### src/rtl/bsd_pkg.sv
// bsd_pkg: shared types and constants for the bounded stack with dump
// no dependencies; used by the interfaces and imported by every rtl module
`default_nettype none

package bsd_pkg;

  // storage geometry
  localparam int DEPTH  = 64;
  localparam int AW     = $clog2(DEPTH);
  localparam int CNT_W  = $clog2(DEPTH + 1);
  localparam int DATA_W = 32;

  // capacity register
  localparam int               CAP_W     = 7;
  localparam logic [CAP_W-1:0] CAP_RESET = 7'd64;

  // operation codes
  typedef enum logic [1:0] {
    OP_PUSH      = 2'd0,
    OP_POP       = 2'd1,
    OP_DUMP_DOWN = 2'd2,
    OP_DUMP_UP   = 2'd3
  } op_t;

  // controller states
  typedef enum logic {
    ST_IDLE,
    ST_SEND
  } state_t;

  // commands from controller to datapath
  typedef struct packed {
    logic push;
    logic pop;
    logic dump_start;
    logic dump_up;
    logic dump_next;
  } dp_cmd_t;

  // status from datapath to controller
  typedef struct packed {
    logic full;
    logic empty;
    logic last;
  } dp_status_t;

endpackage

`default_nettype wire

### src/rtl/bsd_if.sv
// bsd_if: valid/ready channel interfaces for operations, dump results and config
// depends on bsd_pkg for field widths
`default_nettype none

// operation channel
interface bsd_in_if;
  logic                       valid;
  logic                       ready;
  logic [1:0]                 op;
  logic [bsd_pkg::DATA_W-1:0] push_value;

  modport source (output valid, output op, output push_value, input ready);
  modport sink (input valid, input op, input push_value, output ready);
endinterface

// dump result channel
interface bsd_out_if;
  logic                       valid;
  logic                       ready;
  logic [bsd_pkg::DATA_W-1:0] entry_value;
  logic                       is_last;

  modport source (output valid, output entry_value, output is_last, input ready);
  modport sink (input valid, input entry_value, input is_last, output ready);
endinterface

// capacity write channel
interface bsd_cfg_if;
  logic                      valid;
  logic                      ready;
  logic [bsd_pkg::CAP_W-1:0] data;

  modport source (output valid, output data, input ready);
  modport sink (input valid, input data, output ready);
endinterface

`default_nettype wire

### src/rtl/bounded_stack_with_dump_top.sv
// bounded_stack_with_dump_top: lifo stack of signed 32-bit values with dump runs
// depends on bsd_pkg, bsd_if, bsd_ctrl and bsd_dp
//
// usage
//   req  : operation channel (op, push_value). push stores unless full, pop drops
//          the top unless empty, dump down / dump up emit every stored entry.
//   rsp  : one transfer per dumped entry, is_last set on the final one.
//   cfg  : capacity write, always ready; the user must write it only while the
//          block is idle; the block itself does not enforce this.
//   push and pop can follow back to back.
//   a dump of n entries returns its first entry in the cycle after the request
//   transfers, from the registered memory read, and then one entry per cycle
//   while rsp.ready is high; req is held off until the last entry transfers.
// reset
//   rst clears the stack to empty and sets the capacity to 64; entry contents
//   are not cleared and no clearing pass is needed.
// stalls
//   while rsp.ready is low the current entry holds and the walk pauses.
`default_nettype none

module bounded_stack_with_dump_top (
  input  wire logic clk,
  input  wire logic rst,
  bsd_in_if.sink    req,
  bsd_out_if.source rsp,
  bsd_cfg_if.sink   cfg
);
  import bsd_pkg::*;

  dp_cmd_t    cmd;
  dp_status_t status;
  logic       in_ready;
  logic       out_valid;
  logic [DATA_W-1:0] entry_value;
  logic       is_last;

  // capacity writes are always taken
  assign cfg.ready = 1'b1;

  // controller
  bsd_ctrl u_ctrl (
    .clk       (clk),
    .rst       (rst),
    .in_valid  (req.valid),
    .op        (op_t'(req.op)),
    .in_ready  (in_ready),
    .out_valid (out_valid),
    .out_ready (rsp.ready),
    .cmd       (cmd),
    .status    (status)
  );

  // datapath
  bsd_dp u_dp (
    .clk         (clk),
    .rst         (rst),
    .cmd         (cmd),
    .push_value  (req.push_value),
    .cfg_valid   (cfg.valid),
    .cfg_data    (cfg.data),
    .status      (status),
    .entry_value (entry_value),
    .is_last     (is_last)
  );

  assign req.ready       = in_ready;
  assign rsp.valid       = out_valid;
  assign rsp.entry_value = entry_value;
  assign rsp.is_last     = is_last;

  // no new operation is taken while a dump entry is pending
  a_no_overlap: assert property (@(posedge clk) disable iff (rst)
    !(req.ready && rsp.valid))
    else $error("operation accepted during a dump run");

  // the final dump transfer returns the block to idle
  a_last_ends_run: assert property (@(posedge clk) disable iff (rst)
    (rsp.valid && rsp.ready && rsp.is_last) |=> (req.ready && !rsp.valid))
    else $error("dump run did not end after its last entry");

  // push and pop never produce a result
  a_push_pop_silent: assert property (@(posedge clk) disable iff (rst)
    (req.valid && req.ready && (req.op == OP_PUSH || req.op == OP_POP))
      |=> !rsp.valid)
    else $error("push or pop produced a result");

endmodule

`default_nettype wire

### src/rtl/bsd_ctrl.sv
// bsd_ctrl: controller state machine, decodes operations and paces dump runs
// depends on bsd_pkg
`default_nettype none

module bsd_ctrl (
  input  wire logic                clk,
  input  wire logic                rst,
  input  wire logic                in_valid,
  input  wire bsd_pkg::op_t        op,
  output logic                     in_ready,
  output logic                     out_valid,
  input  wire logic                out_ready,
  output bsd_pkg::dp_cmd_t         cmd,
  input  wire bsd_pkg::dp_status_t status
);
  import bsd_pkg::*;

  state_t state;
  state_t state_next;

  // state register
  always_ff @(posedge clk) begin
    if (rst) begin
      state <= ST_IDLE;
    end else begin
      state <= state_next;
    end
  end

  // next state and commands
  always_comb begin
    state_next = state;
    in_ready   = 1'b0;
    out_valid  = 1'b0;
    cmd        = '0;
    case (state)
      ST_IDLE: begin
        in_ready = 1'b1;
        if (in_valid) begin
          case (op)
            OP_PUSH: begin
              cmd.push = !status.full;
            end
            OP_POP: begin
              cmd.pop = !status.empty;
            end
            OP_DUMP_DOWN, OP_DUMP_UP: begin
              // empty stack dumps nothing
              if (!status.empty) begin
                cmd.dump_start = 1'b1;
                cmd.dump_up    = (op == OP_DUMP_UP);
                state_next     = ST_SEND;
              end
            end
            default: begin
            end
          endcase
        end
      end
      ST_SEND: begin
        out_valid = 1'b1;
        if (out_ready) begin
          if (status.last) begin
            state_next = ST_IDLE;
          end else begin
            cmd.dump_next = 1'b1;
          end
        end
      end
      default: begin
        state_next = ST_IDLE;
      end
    endcase
  end

endmodule

`default_nettype wire

### src/rtl/bsd_dp.sv
// bsd_dp: datapath with entry memory, fill count, capacity register and dump walker
// depends on bsd_pkg
`default_nettype none

module bsd_dp (
  input  wire logic                       clk,
  input  wire logic                       rst,
  input  wire bsd_pkg::dp_cmd_t           cmd,
  input  wire logic [bsd_pkg::DATA_W-1:0] push_value,
  input  wire logic                       cfg_valid,
  input  wire logic [bsd_pkg::CAP_W-1:0]  cfg_data,
  output bsd_pkg::dp_status_t             status,
  output logic [bsd_pkg::DATA_W-1:0]      entry_value,
  output logic                            is_last
);
  import bsd_pkg::*;

  logic [DATA_W-1:0] mem [DEPTH];
  logic [CNT_W-1:0]  count;
  logic [CAP_W-1:0]  capacity;
  logic [AW-1:0]     idx;
  logic              dir_up;

  logic [CAP_W-1:0]  eff_cap;
  logic              rd_en;
  logic              rd_up;
  logic [AW-1:0]     rd_idx;
  logic [CNT_W-1:0]  down_addr;
  logic [AW-1:0]     rd_addr;
  logic              rd_last;

  // capacity saturates at the storage depth
  assign eff_cap = (capacity > CAP_W'(DEPTH)) ? CAP_W'(DEPTH) : capacity;

  assign status.full  = (CAP_W'(count) >= eff_cap);
  assign status.empty = (count == '0);
  assign status.last  = is_last;

  // dump read address: first entry on start, next one on each transfer
  assign rd_en     = cmd.dump_start | cmd.dump_next;
  assign rd_up     = cmd.dump_start ? cmd.dump_up : dir_up;
  assign rd_idx    = cmd.dump_start ? '0 : AW'(idx + AW'(1));
  assign down_addr = CNT_W'(count - CNT_W'(1) - CNT_W'(rd_idx));
  assign rd_addr   = rd_up ? rd_idx : down_addr[AW-1:0];
  assign rd_last   = (CNT_W'(rd_idx) == CNT_W'(count - CNT_W'(1)));

  // entry memory, registered read
  always_ff @(posedge clk) begin
    if (cmd.push) begin
      mem[count[AW-1:0]] <= push_value;
    end
    if (rd_en) begin
      entry_value <= mem[rd_addr];
    end
  end

  // dump walker position, direction and last mark
  always_ff @(posedge clk) begin
    if (rd_en) begin
      idx     <= rd_idx;
      dir_up  <= rd_up;
      is_last <= rd_last;
    end
  end

  // fill count and capacity
  always_ff @(posedge clk) begin
    if (rst) begin
      count    <= '0;
      capacity <= CAP_RESET;
    end else begin
      if (cmd.push) begin
        count <= CNT_W'(count + CNT_W'(1));
      end else if (cmd.pop) begin
        count <= CNT_W'(count - CNT_W'(1));
      end
      if (cfg_valid) begin
        capacity <= cfg_data;
      end
    end
  end

endmodule

`default_nettype wire

### src/flat_wrapper.sv
// flat-port wrapper written by rule: the top's interface ports become plain ports
module bounded_stack_with_dump_top_flat import bsd_pkg::*;
  (clk, rst, req_valid, req_op, req_push_value, req_ready, rsp_valid, rsp_entry_value, rsp_is_last, rsp_ready, cfg_valid, cfg_data, cfg_ready);
  bsd_in_if req_i ();
  bsd_out_if rsp_i ();
  bsd_cfg_if cfg_i ();
  input  wire logic clk;
  input  wire logic rst;
  input wire logic [$bits(req_i.valid)-1:0] req_valid;
  input wire logic [$bits(req_i.op)-1:0] req_op;
  input wire logic [$bits(req_i.push_value)-1:0] req_push_value;
  output wire logic [$bits(req_i.ready)-1:0] req_ready;
  output wire logic [$bits(rsp_i.valid)-1:0] rsp_valid;
  output wire logic [$bits(rsp_i.entry_value)-1:0] rsp_entry_value;
  output wire logic [$bits(rsp_i.is_last)-1:0] rsp_is_last;
  input wire logic [$bits(rsp_i.ready)-1:0] rsp_ready;
  input wire logic [$bits(cfg_i.valid)-1:0] cfg_valid;
  input wire logic [$bits(cfg_i.data)-1:0] cfg_data;
  output wire logic [$bits(cfg_i.ready)-1:0] cfg_ready;
  assign req_i.valid = req_valid;
  assign req_i.op = req_op;
  assign req_i.push_value = req_push_value;
  assign req_ready = req_i.ready;
  assign rsp_valid = rsp_i.valid;
  assign rsp_entry_value = rsp_i.entry_value;
  assign rsp_is_last = rsp_i.is_last;
  assign rsp_i.ready = rsp_ready;
  assign cfg_i.valid = cfg_valid;
  assign cfg_i.data = cfg_data;
  assign cfg_ready = cfg_i.ready;
  bounded_stack_with_dump_top u_core (.clk(clk), .rst(rst), .req(req_i), .rsp(rsp_i), .cfg(cfg_i));
endmodule
### config.mk
export PLATFORM = sky130hd
export DESIGN_NAME = bounded_stack_with_dump_top_flat
export DESIGN_NICKNAME = d
export VERILOG_FILES = /design/src/rtl/bsd_pkg.sv /design/src/rtl/bsd_if.sv /design/src/rtl/bounded_stack_with_dump_top.sv /design/src/rtl/bsd_ctrl.sv /design/src/rtl/bsd_dp.sv /design/src/flat_wrapper.sv
export SDC_FILE = /design/constraint.sdc
export NUM_CORES = 2
export LEC_CHECK = 0
export ABC_CLOCK_PERIOD_IN_PS = 8800
export BUFFER_PORTS_ARGS = -buffer_cell sky130_fd_sc_hd__buf_2
export CORE_AREA = 2 2 409 411
export DETAILED_ROUTE_END_ITERATION = 8
export DIE_AREA = 0 0 411 413
export PLACE_DENSITY = 0.7
export SLEW_MARGIN = 20
export SYNTH_ARGS = -nofsm -noshare
export SYNTH_HDL_FRONTEND = slang
export SYNTH_SLANG_ARGS = --single-unit
### constraint.sdc
create_clock -name clk -period 8.8 [get_ports clk]
set_input_delay 0 -clock clk [delete_from_list [all_inputs] [get_ports clk]]
set_output_delay 0 -clock clk [all_outputs]
set_load 0.005 [all_outputs]
==> reports/summary.md <==
The overall routed net length was 229,000 µm; the half-perimeter wire length of the detailed placement result was 121,700 µm. The number of buffers created by CTS is 202, and the mean area per synthesized cell is 14.97 µm². The synthesized netlist occupies a cell area of 0.08208 mm². The flow ran to the end, and the final reports show no timing, DRC or antenna violations. Primary flip-flop cell chosen by synthesis mapping: edfxtp_1. The number of buffers on the longest clock path was 3. The run gives 45.3% as the sequential share of power.

The floorplan step set the die width to 411 µm. The tools report the total of max-cap violations as 0. Combinational cells account for 20.0% of the total power.

The clock drives 2,103 sinks. For this design the top-level I/O count stands at 82. The detailed router finished its first iteration with 7,352 violations.

The first global-routing pass estimated 329,400 µm of wire. The die is 413 µm tall. The total area inside the core boundary comes to 0.1659 mm².

Across the VDD grid, the largest voltage drop is 0.2518 mV. Setup repair after global routing left no endpoint under its margin. The minimum clock period works out to 6.535 ns.

The number of register bits inferred by synthesis is 2,103, and the growth of design area from synthesis to finish is 13.22%. The congestion estimate from routability-driven global placement came to 0.8426. Based on the critical path, the design can be clocked at up to 153.0 MHz. Using the TritonRoute via totals, the vias-per-cell ratio works out to 6.234. After clock tree synthesis, the setup repair step added 0 buffers. The tools report the overall routing resource usage as 26.68%. The logs give 0 for the count of endpoints failing setup in the final report and 59 for the count of cell types in the netlist.

The final net count is 5,696, and the number of I/O port buffers is 80. In this run the power spent charging and discharging nets is 7.210 mW. The H-tree was split into 4 levels. Endpoint type of the worst setup path: a register. The tree is rooted in a clkbuf_16.

The total overflow left after global routing is 0. The number of nets handed over by synthesis was 5,546. The tools report the standby leakage power as 31.56 nW.

Summing internal, switching and leakage power gives 24.66 mW. Data on the critical path is required at its endpoint by 9.38 ns. The synthesized instance count was 5,483. The accumulated negative setup slack is 0 ns, and the clock network power share is 34.8%. TritonCTS built the clock tree. The final worst-path cycle share works out to 74.26%. The share of the yosys chip area belonging to registers came out at 76.75%.

The ratio of total power to cell area came out at 265.3 mW/mm². The routed layout has 49,970 vias. Max-slew violation count: 0.

Cell internal power was estimated by the tool at 17.45 mW. The die covers 0.1697 mm². At the worst endpoint, the arrival time is 7.11 ns. The Yosys step of the flow raised 0 warnings. The via count of the first global-routing pass was 47,710; the maximum number of pins on one net before global-route repair was 188. The count of flip-flops with a built-in enable after synthesis works out to 2,088. The tools report the cell row count as 150.

Clock-pin slew was measured on the worst setup and hold paths at 0.06 ns. For this run, design rule violations remaining after detail routing come to 0. The clock reaches the later pin of the worst-skew pair after 0.85 ns. Of the cells placed in the final design, the portion with a size suffix greater than 1 is 10.91%. The initial utilization of the core area, before any placement, comes to 49.48%.

The path class of the lowest-slack min-delay path is in2reg. The worst setup path is of the reg2reg kind. The first detailed-routing pass took 6 iterations.

The logs give 13 for the number of antenna violations at the first check in global routing and 0 for the post-CTS resize count. The tightest hold path in the finished design has a slack of 0.1052 ns. The switching portion of total power is 29.24%. At the pin with the least slew margin, the transition time is 1.119 ns. The post-synthesis async set-or-reset flop share came out at 0%. In this run the remaining antenna-violating nets after routing total 0. Dividing the detail-routed wire length by the instance count gives 28.57 µm. The utilization after layout was 56.02%. Across the routed clock network, the largest skew measured is 0.03160 ns.

Kind of start point of the critical path: a register. The final count of hold timing violations was 0. In this run the tightest slew margin relative to its limit is 25.22%. The maximum fanout along the worst path was 53.
## Yosys cell counts (all sizes together), types with 13 or more instances
cell type	number	area share (%)
a221oi	32	0.36
buf	151	0.98
edfxtp	2088	76
clkbuf	199	0.91
a32o	33	0.40
o22ai	64	0.49
mux2i	358	4.4
nor4	34	0.47
a22o	63	0.67
and3	102	0.78
ha	16	0.24
dfxtp	15	0.37
a31oi	64	0.49
inv	13	0.059
o32ai	33	0.37
nand3	588	3.6
nand2	1246	5.7
a32oi	191	2.0
nor2	90	0.41
## power groups by stage
stage                     logic [mW]  registers (mW)  clock network, mW
final                           4.92            11.2               8.57
after global routing            5.19            11.2               9.01
after CTS                       4.87            11.2               8.63
after detailed placement        4.82            11.4                  0
after global placement          4.75            11.4                  0
after floorplan                 3.05            11.3                  0
## worst paths after layout
path                  startpoint                     endpoint  slack [ns]  depth (start not counted)
min                    cfg_valid      u_core.u_dp.capacity[6]        0.11                          3
max          u_core.u_ctrl.state  u_core.u_dp.entry_value[19]        2.27                         16
max reg2reg  u_core.u_ctrl.state  u_core.u_dp.entry_value[19]        2.27                         16
min reg2reg  u_core.u_dp.is_last          u_core.u_dp.is_last        0.67                          1
## placed cells by master (no fill, tap or decap), drive strengths merged, types with 4 or more instances in the layout
master and count:
o32ai 33, clkinvlp 7, dlygate4sd3 71, a22oi 5, o21ai 8, a22o 63
a31oi 64, and3 102, a221oi 32, nor2b 6, nor3 7, clkinv 105
buf 225, a21oi 10, nand3 588, nor4 34, mux2i 358, a32oi 191
nand2b 4, xor2 6, ha 16, o22ai 64, a32o 33, nand2 1246
inv 17, or3 9, bufinv 18, edfxtp 2088, dfxtp 15, a21o 4
xnor2 7, clkbuf 247, nor2 90, mux2 4
## kinds of logic (layout without fill, tap and decap cells)
kind of cell	count (synthesis)	after routing	synth area share, %
xor gates and xnor gates	13	13	0.1387
adders and majority gates	17	17	0.2683
and+or+nand+nor	2103	2103	11.29
DFF	2103	2103	76.75
muxes	362	362	4.420
buffers and inverters	363	690	1.947
AOI/OAI and AO/OA	521	521	5.178
other	1	2	0.004568
## layout make-up
cell class | instances | area [µm²]
diodes | 1 | 2.502
clock buffers | 247 | 5245
clock inverters | 134 | 1300
fillers | 12760 | 72970
inverters | 13 | 48.80
multi-input cells | 3017 | 18080
flip-flops and latches | 2103 | 63000
well taps | 2204 | 2758
repair buffers | 296 | 2500
## worst max-delay path, stage by stage (launching register included)
cell and delay [ns]:
dfxtp_1 0.35, and3b_1 0.27, dlygate4sd3_1 0.57, a21boi_2 0.49, nor2_1 0.15, ha_1 0.25, fa_1 0.44, xor2_1 0.19
mux2i_1 0.28, mux2_2 0.56, and3_4 0.94, buf_12 0.37, buf_4 0.28, nand3_1 0.09, and3_1 0.19, o22ai_1 0.72
nor4_2 0.06
## repair_timing
| action | 4_1_cts | 5_1_grt |
|---|---|---|
| hold endpoints to repair | 1776 | 64 |
| hold buffers | 70 | 1 |
| endpoints found under the setup margin | 0 | 0 |
## registers in the layout, summed over array words and instances (netlist names)
signal	cells
u_core.u_dp.count	7
u_core.u_dp.dir_up	1
u_core.u_dp.idx	6
u_core.u_dp.entry_value	32
u_core.u_ctrl.state	1
u_core.u_dp.is_last	1
u_core.u_dp.mem	2048
u_core.u_dp.capacity	7
## per-layer routing
metal  vias to the layer above  GRT usage (%)  routed length (µm)
li1                      21250              -                   -
met2                      3041          41.84              106700
met1                     25180          37.32               88610
met5                         -              0                  44
met4                         6          10.94                9617
met3                       488          4.480               24010
## per-stage QoR
stage | setup WS (ns) | std cells | instance area, µm²
3_5_place_dp | 2.630 | 7560 | 85590
4_1_cts | 2.490 | 8011 | 92830
5_1_grt | 2.142 | 8014 | 92930
2_1_floorplan | 4.270 | 5483 | 82090
6_report | 2.265 | 8015 | 92940
3_3_place_gp | 2.662 | 7560 | 85590
Power figures use the tool's default switching activity.
